<file path="config.mk">
export PLATFORM = sky130hd
export DESIGN_NAME = npps_ctrl
export DESIGN_NICKNAME = d
export VERILOG_FILES = /design/src/npps_pkg.sv /design/src/npps_ctrl.sv
export VERILOG_INCLUDE_DIRS = /design/src /design/src/src
export SDC_FILE = /design/constraint.sdc
export NUM_CORES = 1
export LEC_CHECK = 0
export BUFFER_PORTS_ARGS = -buffer_cell sky130_fd_sc_hd__buf_4
export CAP_MARGIN = 30
export CELL_PAD_IN_SITES_DETAIL_PLACEMENT = 1
export CELL_PAD_IN_SITES_GLOBAL_PLACEMENT = 1
export CORE_AREA = 4 4 41 43
export DETAILED_ROUTE_END_ITERATION = 10
export DIE_AREA = 0 0 45 47
export PLACE_DENSITY = 0.65
export SLEW_MARGIN = 20
export SYNTH_ARGS = -nofsm -noshare
export SYNTH_HDL_FRONTEND = slang
export SYNTH_SLANG_ARGS = --single-unit
export TNS_END_PERCENT = 1
</file>
<file path="constraint.sdc">
create_clock -name clk -period 2.5 [get_ports clk]
set_clock_uncertainty 0.05 [all_clocks]
set_input_delay 0.25 -clock clk [delete_from_list [all_inputs] [get_ports clk]]
set_output_delay 0.25 -clock clk [all_outputs]
set_load 0.005 [all_outputs]
</file>
<file path="src/assert_macros.svh">
// Assertion helpers shared by the RTL files.
`ifndef ASSERT_MACROS_SVH
`define ASSERT_MACROS_SVH

`ifndef SYNTHESIS

// cons must hold in the same cycle as ante
`define ASSERT_IMPLY(label, clk, rst, ante, cons) \
  label: assert property (@(posedge clk) disable iff (rst) (ante) |-> (cons)) \
    else $error("assertion failed");

// cons must hold in the cycle after ante
`define ASSERT_NEXT(label, clk, rst, ante, cons) \
  label: assert property (@(posedge clk) disable iff (rst) (ante) |=> (cons)) \
    else $error("assertion failed");

// cond holds at every clock
`define ASSERT_ALWAYS(label, clk, rst, cond) \
  label: assert property (@(posedge clk) disable iff (rst) (cond)) \
    else $error("assertion failed");

`else

`define ASSERT_IMPLY(label, clk, rst, ante, cons)
`define ASSERT_NEXT(label, clk, rst, ante, cons)
`define ASSERT_ALWAYS(label, clk, rst, cond)

`endif

`endif

</file>
<file path="src/npps_pkg.sv">
`default_nettype none

package npps_pkg;

  // table size
  localparam int MAX_CITIES = 1024;
  localparam int IDX_W      = $clog2(MAX_CITIES);
  localparam int CNT_W      = IDX_W + 1;

  typedef enum logic [1:0] {
    OP_CLEAR = 2'd0,
    OP_LOAD  = 2'd1,
    OP_QUERY = 2'd2,
    OP_NOP   = 2'd3
  } op_t;

  typedef enum logic [1:0] {
    RES_OK    = 2'd0,
    RES_FULL  = 2'd1,
    RES_EMPTY = 2'd2
  } res_t;

  localparam logic [1:0] CFG_WIDTH  = 2'd0;
  localparam logic [1:0] CFG_HEIGHT = 2'd1;
  localparam logic [1:0] CFG_OFFSET = 2'd2;

  typedef enum logic [2:0] {
    S_IDLE,
    S_DECODE,
    S_MOD,
    S_SCAN,
    S_DRAIN,
    S_POST
  } state_t;

  localparam logic [12:0] W_RESET = 13'd640;
  localparam logic [12:0] W_MAX   = 13'd4096;
  localparam logic [11:0] H_RESET = 12'd320;
  localparam logic [11:0] H_MAX   = 12'd2048;

  localparam logic signed [19:0] LAT_LIMIT = 20'sd324000;
  localparam logic signed [20:0] LON_LIMIT = 21'sd648000;

  // 1296000 = 2^7 * 10125 and 648000 = 2^6 * 10125: shift, then divide by 10125
  // through a rounded-up reciprocal, exact for numerators below 2^26.
  localparam int X_PRE_SHIFT = 7;
  localparam int Y_PRE_SHIFT = 6;
  localparam int NUM_W       = 26;
  localparam int DIV_BASE    = 10125;
  localparam int RECIP_SHIFT = 40;
  localparam int RECIP_W     = 27;
  localparam logic [RECIP_W-1:0] RECIP =
    RECIP_W'(((64'd1 << RECIP_SHIFT) + 64'(DIV_BASE - 1)) / 64'(DIV_BASE));
  localparam int QPROD_W     = NUM_W + RECIP_W;

  // bits of (offset + width/2) walked by the remainder unit
  localparam int MOD_W = 13;

  typedef struct packed {
    logic [20:0] lo;  // longitude + 648000
    logic [19:0] la;  // 324000 - latitude
  } city_t;

  typedef struct packed {
    logic capture;     // take the input transaction
    logic init;        // start remainder unit and scan
    logic mod_step;
    logic scan_issue;  // read one table entry into the pipeline
    logic do_op;       // apply side effects and load the result register
  } cmd_t;

  typedef struct packed {
    op_t  func;
    logic count_zero;
    logic mod_last;
    logic scan_last;
    logic pipe_empty;
    logic out_free;
  } stat_t;

endpackage

`default_nettype wire

</file>
<file path="src/npps_ctrl.sv">
`default_nettype none
`include "assert_macros.svh"

module npps_ctrl import npps_pkg::*; (
  input  logic  clk,
  input  logic  rst,
  input  logic  in_valid,
  output logic  in_stall,
  output cmd_t  cmd,
  input  stat_t stat
);

  state_t state, state_next;

  always_ff @(posedge clk) begin
    if (rst) begin
      state <= S_IDLE;
    end else begin
      state <= state_next;
    end
  end

  always_comb begin
    state_next = state;
    case (state)
      S_IDLE: begin
        if (in_valid) state_next = S_DECODE;
      end
      S_DECODE: begin
        if (stat.func == OP_QUERY && !stat.count_zero) state_next = S_MOD;
        else state_next = S_POST;
      end
      S_MOD: begin
        if (stat.mod_last) state_next = S_SCAN;
      end
      S_SCAN: begin
        if (stat.scan_last) state_next = S_DRAIN;
      end
      S_DRAIN: begin
        if (stat.pipe_empty) state_next = S_POST;
      end
      S_POST: begin
        if (stat.out_free) state_next = S_IDLE;
      end
      default: state_next = S_IDLE;
    endcase
  end

  // commands per state; input held off while in reset and outside idle
  always_comb begin
    cmd      = '0;
    in_stall = 1'b1;
    case (state)
      S_IDLE: begin
        in_stall    = rst;
        cmd.capture = in_valid && !rst;
      end
      S_DECODE: cmd.init       = 1'b1;
      S_MOD:    cmd.mod_step   = 1'b1;
      S_SCAN:   cmd.scan_issue = 1'b1;
      S_DRAIN:  ;
      S_POST:   cmd.do_op      = stat.out_free;
      default:  ;
    endcase
  end

  `ASSERT_NEXT(a_post_waits, clk, rst, state == S_POST && !stat.out_free, state == S_POST)
  `ASSERT_IMPLY(a_scan_has_rows, clk, rst, state == S_SCAN, !stat.count_zero)

endmodule

`default_nettype wire

</file>
After elaboration in Yosys (flattened, before gate mapping) --
Index checks and enable logic that the tools add are counted.
Word-level totals: bits in registers 3, input port bits 10, output and inout bits 6, logic and storage cells 31
Cells by class: equal/unequal tests 11, muxes and demuxes 13, reductions and logical operators 6
Operators with widths (number):
- 3-bit two-way mux | 6
- 3-bit case mux with 6 select lines | 1
- 2-bit != test, second input constant | 5
- 3-bit by 2-bit == test with 1-bit output, second input constant | 2
- 3-bit == test, second input constant | 2
- 1-bit two-way mux | 6
- 5-bit AND reduction | 1
- 3-bit by 1-bit == test with 1-bit output, second input constant | 1
- 3-bit logical NOT | 1
- 2-bit == test, second input constant | 1
- 1-bit logical AND | 2
- 1-bit logical NOT | 2

Depth between registers and ports, before layout --
Gate-level depths: netlist of run 1.
depth in word-level cells 4, mapped depth 5, gate-level depth less buffers 4

Least setup slack after synthesis of run 1 --
No wires, ideal clock.
path type reg2out, from register state[1], to output cmd[4] (netlist name), arrival 1.023 ns, data required time 2.200 ns, path slack 1.177 ns, cell stages (with the launch flop) 4, path buffers 1, path through dfxtp_1 buf_6 or4_4 nor2_1
RTL lines:
- from (decl) | RTL line npps_ctrl.sv:13 | state_t state, state_next;
- from (signal assigned) | RTL line npps_ctrl.sv:19 | state <= state_next;
- to (decl) | RTL line npps_ctrl.sv:9 | output cmd_t cmd,

==> metrics.md, run 1 <==
| Metric | Value |
|---|---|
| Worst setup path end | cmd[4] |
| Post-synthesis mux area share | 0% |
| Maximum number of pins on one net before global-route repair | 15 |
| Vias per inst | between 4 and 5 |
| Worst endpoint required time | around 2.2 ns |
| Root Driver | clkbuf_4 |
| M3 GR Usage | between 6 and 7% |
| Routed WL per cell | ~12 µm |
| Antenna-violating nets left | 0 |
| Mapped Cells | 35 |
| First-pass DRT Iterations | 4 |
| Total power | 0.211 mW |
| Critical Path Source | state[2]$_SDFFE_PP0P_ |
| Area after DPL | about 360 µm² |
| Vias in the first global route | a little under 300 |
| Post-synth EDFFs | 0 |
| Ant. Diodes | 0 |
| Nets | 63 |
| Post-synth top area cell | dfxtp_1 |
| Skew-Pair Late Insertion Delay | about 0.23 ns |
| Status | completed |
| R2R setup slack | 1.07 ns |
| Lkg Pwr | approximately 0.17 nW |
| CTS tree | done |
| Final HPWL DP | ~620 µm |
| Antenna violations before repair | 0 |
| CP delay by family, top | simple AND/OR/NAND/NOR gates |
| Slowest cell on crit path | or4_4 |
| Post-synthesis compound-gate area fraction | between 20 and 25% |
| HP Start | rst |
| Max reg flops | 3 |
| IO Pins | 16 |
| Die X-Extent | around 45 µm |
| H-tree depth | 1 |
| Distinct cell type count after synthesis | 20 |
| Worst path arrival time | around 1.5 ns |
| Post-Syn Nets | 45 |
| Post-Syn Area | 249 µm² |
| Grt met1 use | about 11% |
| P per Cell Area | approximately 540 mW/mm² |
| Core area | between 0.001 and 0.0015 mm² |
| Final period utilization | ~70% |
| Busiest metal layer after global routing | met1 |
| Relative slew slack | roughly 70% |
| Worst Path Buf+Inv | 1 |
| Initial DRC count | 5 |
| Crit. End Element | output pin |
| Final hold vios | 0 |
| XOR/XNOR Fraction of Synth Area | 0% |
| Critical Path Start Type | flop |
| Avg Cell Area, Syn | between 7 and 8 µm² |
| Register area share after synthesis | about a quarter |
| CTS max path bufs | 2 |
| Met2 Use GR | a little over a tenth |
| Post-synth top cells | nor3_1, nand2_1, nor2_1 |
| Clock slew at reported path FFs | roughly 0.040 ns |
| Cts hold-fix bufs | 0 |
| Slew Limit Fails | 0 |
| Setup Buffers After CTS | 0 |
| Clk sink count | 3 |
| Die area | 0.00212 mm² |
| Row count | 13 |
| Main combinational cell family by area after synthesis | simple AND/OR/NAND/NOR gates |
| RSZ-0062 raised after global routing | no |
| Yosys reg bits | 3 |
| Number of max-cap violations | 0 |
| Starting Density | a little under a fifth |
| Synth-to-Final Area Change | 56.8% |
| DRC errors left | 0 |
| Main flop type after synthesis | dfxtp_1 |
| Worst path max stage delay | 0.57 ns |
| RR Startpoint | state[1]$_SDFFE_PP0P_ |
| Synth top area share | between 20% and 30% |
| Number of stages on the worst setup path | 3 |
| DRT Wirelength | 777 µm |
| Async SR Flop Fraction | 0% |
| Ranking of synthesized cells by area | dfxtp_1, nor3_1, o32ai_2 |
| Worst-path fanout max | 14 |
| Layout cells sized above 1 | 40.4% |
| R2r endpoint | state[0]$_SDFFE_PP0P_ |
| Setup TNS | 0 ns |
| Worst slew pin tran | approximately 0.45 ns |
| Cts bufs inserted | 3 |
| Final Instance Area | approximately 400 µm² |
| Die Span Y | between 40 and 50 µm |
| Most instantiated library cell after synthesis | nor3_1 |
| Peak VDD IR | 0.278 mV |
| Worst Hold Class | input port to flop |
| Final Wtd Congestion | ~0.65 |
| Fin crit period | 1.76 ns |
| Path type of the worst setup path | flop to output pin |
| R2R cell count | 4 |
| Synth Area in Simple Gates | between 40% and 50% |
| Global route overflow | 0 |
| Vias | approximately 320 |
| Setup violators final | 0 |
| Largest regs | state (3) |
| Max Fclk | between 500 and 600 MHz |
| Total Routing Usage GR | about 8.4% |
| CP Cell Sequence | or4_4 -> nor2_1 -> buf_4 |
| Yosys warning count | 0 |
| First-pass GRT wire length | 1.24 mm |
| Largest Register | state |
| Port buffer count | 15 |
| CTS resizes | 0 |
| Synth Area in Adders | 0% |
[metal layers]
layer | wire length, µm | vias to the layer above
met5 | 0 | -
met2 | 340 | 13
met1 | 358 | 145
met3 | 78 | 0
li1 | - | 159
met4 | 0 | 0
[kinds of logic after synthesis]
family | count (synthesis)
AO/OA/AOI/OAI | 7
buffers and inverters | 5
flip-flops | 3
AND/OR/NAND/NOR | 20
[metrics by stage]
| step | utilization [%] | hold slack (ns) | instances | worst slack [ns] |
|---|---|---|---|---|
| finish | 30.0 | 0.156 | 67 | 0.742 |
| detailed placement | 28.0 | 0.395 | 63 | 0.990 |
| global placement | 28.0 | 0.397 | 63 | 1.00 |
| global route | 30.0 | 0.143 | 67 | 0.638 |
| floorplan | - | 0.272 | 35 | 1.18 |
| CTS | 30.0 | 0.150 | 67 | 0.737 |
[worst min path at each step]
stage | cells after the start | slack (ns) | end
global placement | 2 | 0.40 | state[2]$_SDFFE_PP0P_
CTS | 2 | 0.15 | state[2]$_SDFFE_PP0P_
finish | 2 | 0.16 | state[2]$_SDFFE_PP0P_
floorplan | 1 | 0.27 | state[2]$_SDFFE_PP0P_
global route | 2 | 0.14 | state[2]$_SDFFE_PP0P_
detailed placement | 2 | 0.39 | state[2]$_SDFFE_PP0P_
[layout make-up]
class                           count  area, µm²
Inverter                            3       11.3
Tap cell                           15       18.8
Fill cell                         169        911
Clock buffer                        4       26.3
Multi-Input combinational cell     27        161
Timing Repair Buffer               15        113
Sequential cell                     3       60.1
[worst register-to-register path: stages (launching register included)]
cell	delay (ns)
dfxtp_1	0.51
inv_1	0.17
o32ai_2	0.31
nor3_1	0.10
a211oi_1	0.20
[report_power, final]
group	internal (mW)	switching (mW)	leakage, nW
registers	0.0535	0.0148	0.0247
clock network	0.0598	0.0244	0.0150
logic	0.0350	0.0237	0.130
total	0.148	0.0630	0.170
[cell usage in the layout, fill, tap and decap left out, types with 2 or more instances in the layout]
cell type / instances
nand2_1: 4
buf_4: 15
nor3_1: 6
clkbuf_4: 3
dfxtp_1: 3
inv_1: 2
nor2_1: 4
o21ai_0: 2
Power figures use the tool's default switching activity.
==> run 2: changes to the inputs <==
clock period = 1.66 ns   (was 2.5 ns; I/O delays follow)
==> metrics.md, run 2 (synthesis gave the netlist of run 1 again) <==
| Metric | Value |
|---|---|
| Status | completed |
| Maximum number of pins on one net before global-route repair | 14 |
| Crit. End Element | output pin |
| CTS max path bufs | 2 |
| Largest regs | state (3) |
| Root Driver | clkbuf_4 |
| Worst Hold Class | input port to flop |
| Starting Density | about a fifth |
| Slowest cell on crit path | or4_4 |
| Nets | 64 |
| First-pass GRT wire length | 1.21 mm |
| RSZ-0062 raised after global routing | no |
| Setup violators final | 0 |
| Worst slew pin tran | between 0.3 and 0.4 ns |
| WHS Endpoint | state[0]$_SDFFE_PP0P_ |
| Die Span Y | 47 µm |
| Clk sink count | 3 |
| Clock slew at reported path FFs | around 0.040 ns |
| Initial DRC count | 5 |
| Slew Limit Fails | 0 |
| Most common cell after layout, fill and taps aside | buf_4 |
| Antenna-violating nets left | 0 |
| DRC errors left | 0 |
| Layout cells sized above 1 | 45.3% |
| IO Pins | 16 |
| Worst hold stages | 2 |
| H-tree depth | 1 |
| Worst endpoint required time | between 1 and 1.5 ns |
| Die area | between 0.002 and 0.0025 mm² |
| Placed cells | 64 |
| Lkg Pwr | ~0.18 nW |
| Cts hold-fix bufs | 0 |
| Most frequent cells in the layout | buf_4, nor3_1, nor2_1, nand2_1, clkbuf_4 |
| R2R setup slack | around 0.39 ns |
| Vias per inst | 4.76 |
| Peak VDD IR | ~0.24 mV |
| Vias | about 320 |
| Ant. Diodes | 0 |
| P per Cell Area | between 800 and 900 mW/mm² |
| Final Instance Area | approximately 400 µm² |
| Number of max-cap violations | 0 |
| Max reg flops | 3 |
| Relative slew slack | between 70% and 80% |
| Port buffer count | 15 |
| Global route overflow | 0 |
| Setup Buffers After CTS | 0 |
| Fin crit period | 1.56 ns |
| First-pass DRT Iterations | 3 |
| Final hold vios | 0 |
| HP Start | rst |
| Max Fclk | 642 MHz |
| Final HPWL DP | about 630 µm |
| Critical Path Start Type | flop |
| RR Startpoint | state[1]$_SDFFE_PP0P_ |
| Vias in the first global route | ~300 |
| Worst path arrival time | 1.34 ns |
| DRT Wirelength | between 700 and 800 µm |
| R2r endpoint | state[0]$_SDFFE_PP0P_ |
| CTS tree | done |
| Row count | 13 |
| Final Wtd Congestion | around 0.71 |
| Antenna violations before repair | 0 |
| Final period utilization | between 90% and 100% |
| Non-Filler Instances | 68 |
| Area after DPL | roughly 370 µm² |
| Total Routing Usage GR | slightly below 8% |
| Synth-to-Final Area Change | 60.8% |
| Worst Path Buf+Inv | 1 |
| Path type of the worst setup path | flop to output pin |
| Skew-Pair Late Insertion Delay | roughly 0.23 ns |
| Worst path max stage delay | around 0.55 ns |
| CTS resizes | 0 |
| R2R cell count | 4 |
| Largest Register | state |
| Worst-path fanout max | 7 |
| Die X-Extent | ~45 µm |
| CP Cell Sequence | or4_4 -> nor2_1 -> buf_4 |
| Total power | ~0.32 mW |
| Core area | ~0.0013 mm² |
| Final hold slack | 0.0756 ns |
| Cts bufs inserted | 3 |
| Setup TNS | 0 ns |
| CP delay by family, top | simple AND/OR/NAND/NOR gates |
| Routed WL per cell | between 10 and 15 µm |
==> run 2: cell count changes in the layout (fill, tap and decap cells not counted), sizes merged <==
cell	before	now
buf	15	16
==> run 2: power breakdown <==
part | switching [mW] | internal, mW | total, mW
sequential | 0.0112 | 0.0816 | 0.0928
clock | 0.0362 | 0.0900 | 0.126
combinational | 0.0482 | 0.0572 | 0.105
==> run 2: per-layer routing <==
| metal | vias up | track usage, % | part of all wire, % |
|---|---|---|---|
| li1 | 163 | - | - |
| met1 | 146 | 9.30 | 44 |
| met2 | 15 | 13.0 | 46 |
| met3 | 0 | 2.68 | 9.5 |
| met4 | 0 | 3.51 | 0 |
| met5 | - | 0 | 0 |
==> run 2: layout make-up <==
| class | count | area [µm²] |
|---|---|---|
| Multi-Input combinational cell | 27 | 161 |
| Inverter | 3 | 11.3 |
| Timing Repair Buffer | 16 | 120 |
| Fill cell | 172 | 901 |
| Tap cell | 15 | 18.8 |
| Clock buffer | 4 | 26.3 |
| Sequential cell | 3 | 62.6 |
==> run 2: metrics by stage <==
step | worst slack (ns) | util (%)
5_1_grt | 0.0308 | 30.8
3_5_place_dp | 0.246 | 28.6
6_report | 0.102 | 30.8
4_1_cts | 0.0473 | 30.6
2_1_floorplan | 0.421 | -
3_3_place_gp | 0.298 | 28.6
==> run 2: worst max-delay path by stage <==
stage | from | to | slack, ns | cells past startpoint
final | state[0]$_SDFFE_PP0P_ | cmd[4] | 0.10 | 3
after detailed placement | state[1]$_SDFFE_PP0P_ | state[0]$_SDFFE_PP0P_ | 0.25 | 4
after CTS | state[0]$_SDFFE_PP0P_ | cmd[4] | 0.05 | 3
after global routing | state[0]$_SDFFE_PP0P_ | cmd[4] | 0.03 | 3
after floorplan | state[1]$_SDFFE_PP0P_ | cmd[4] | 0.42 | 3
after global placement | state[0]$_SDFFE_PP0P_ | cmd[4] | 0.30 | 3
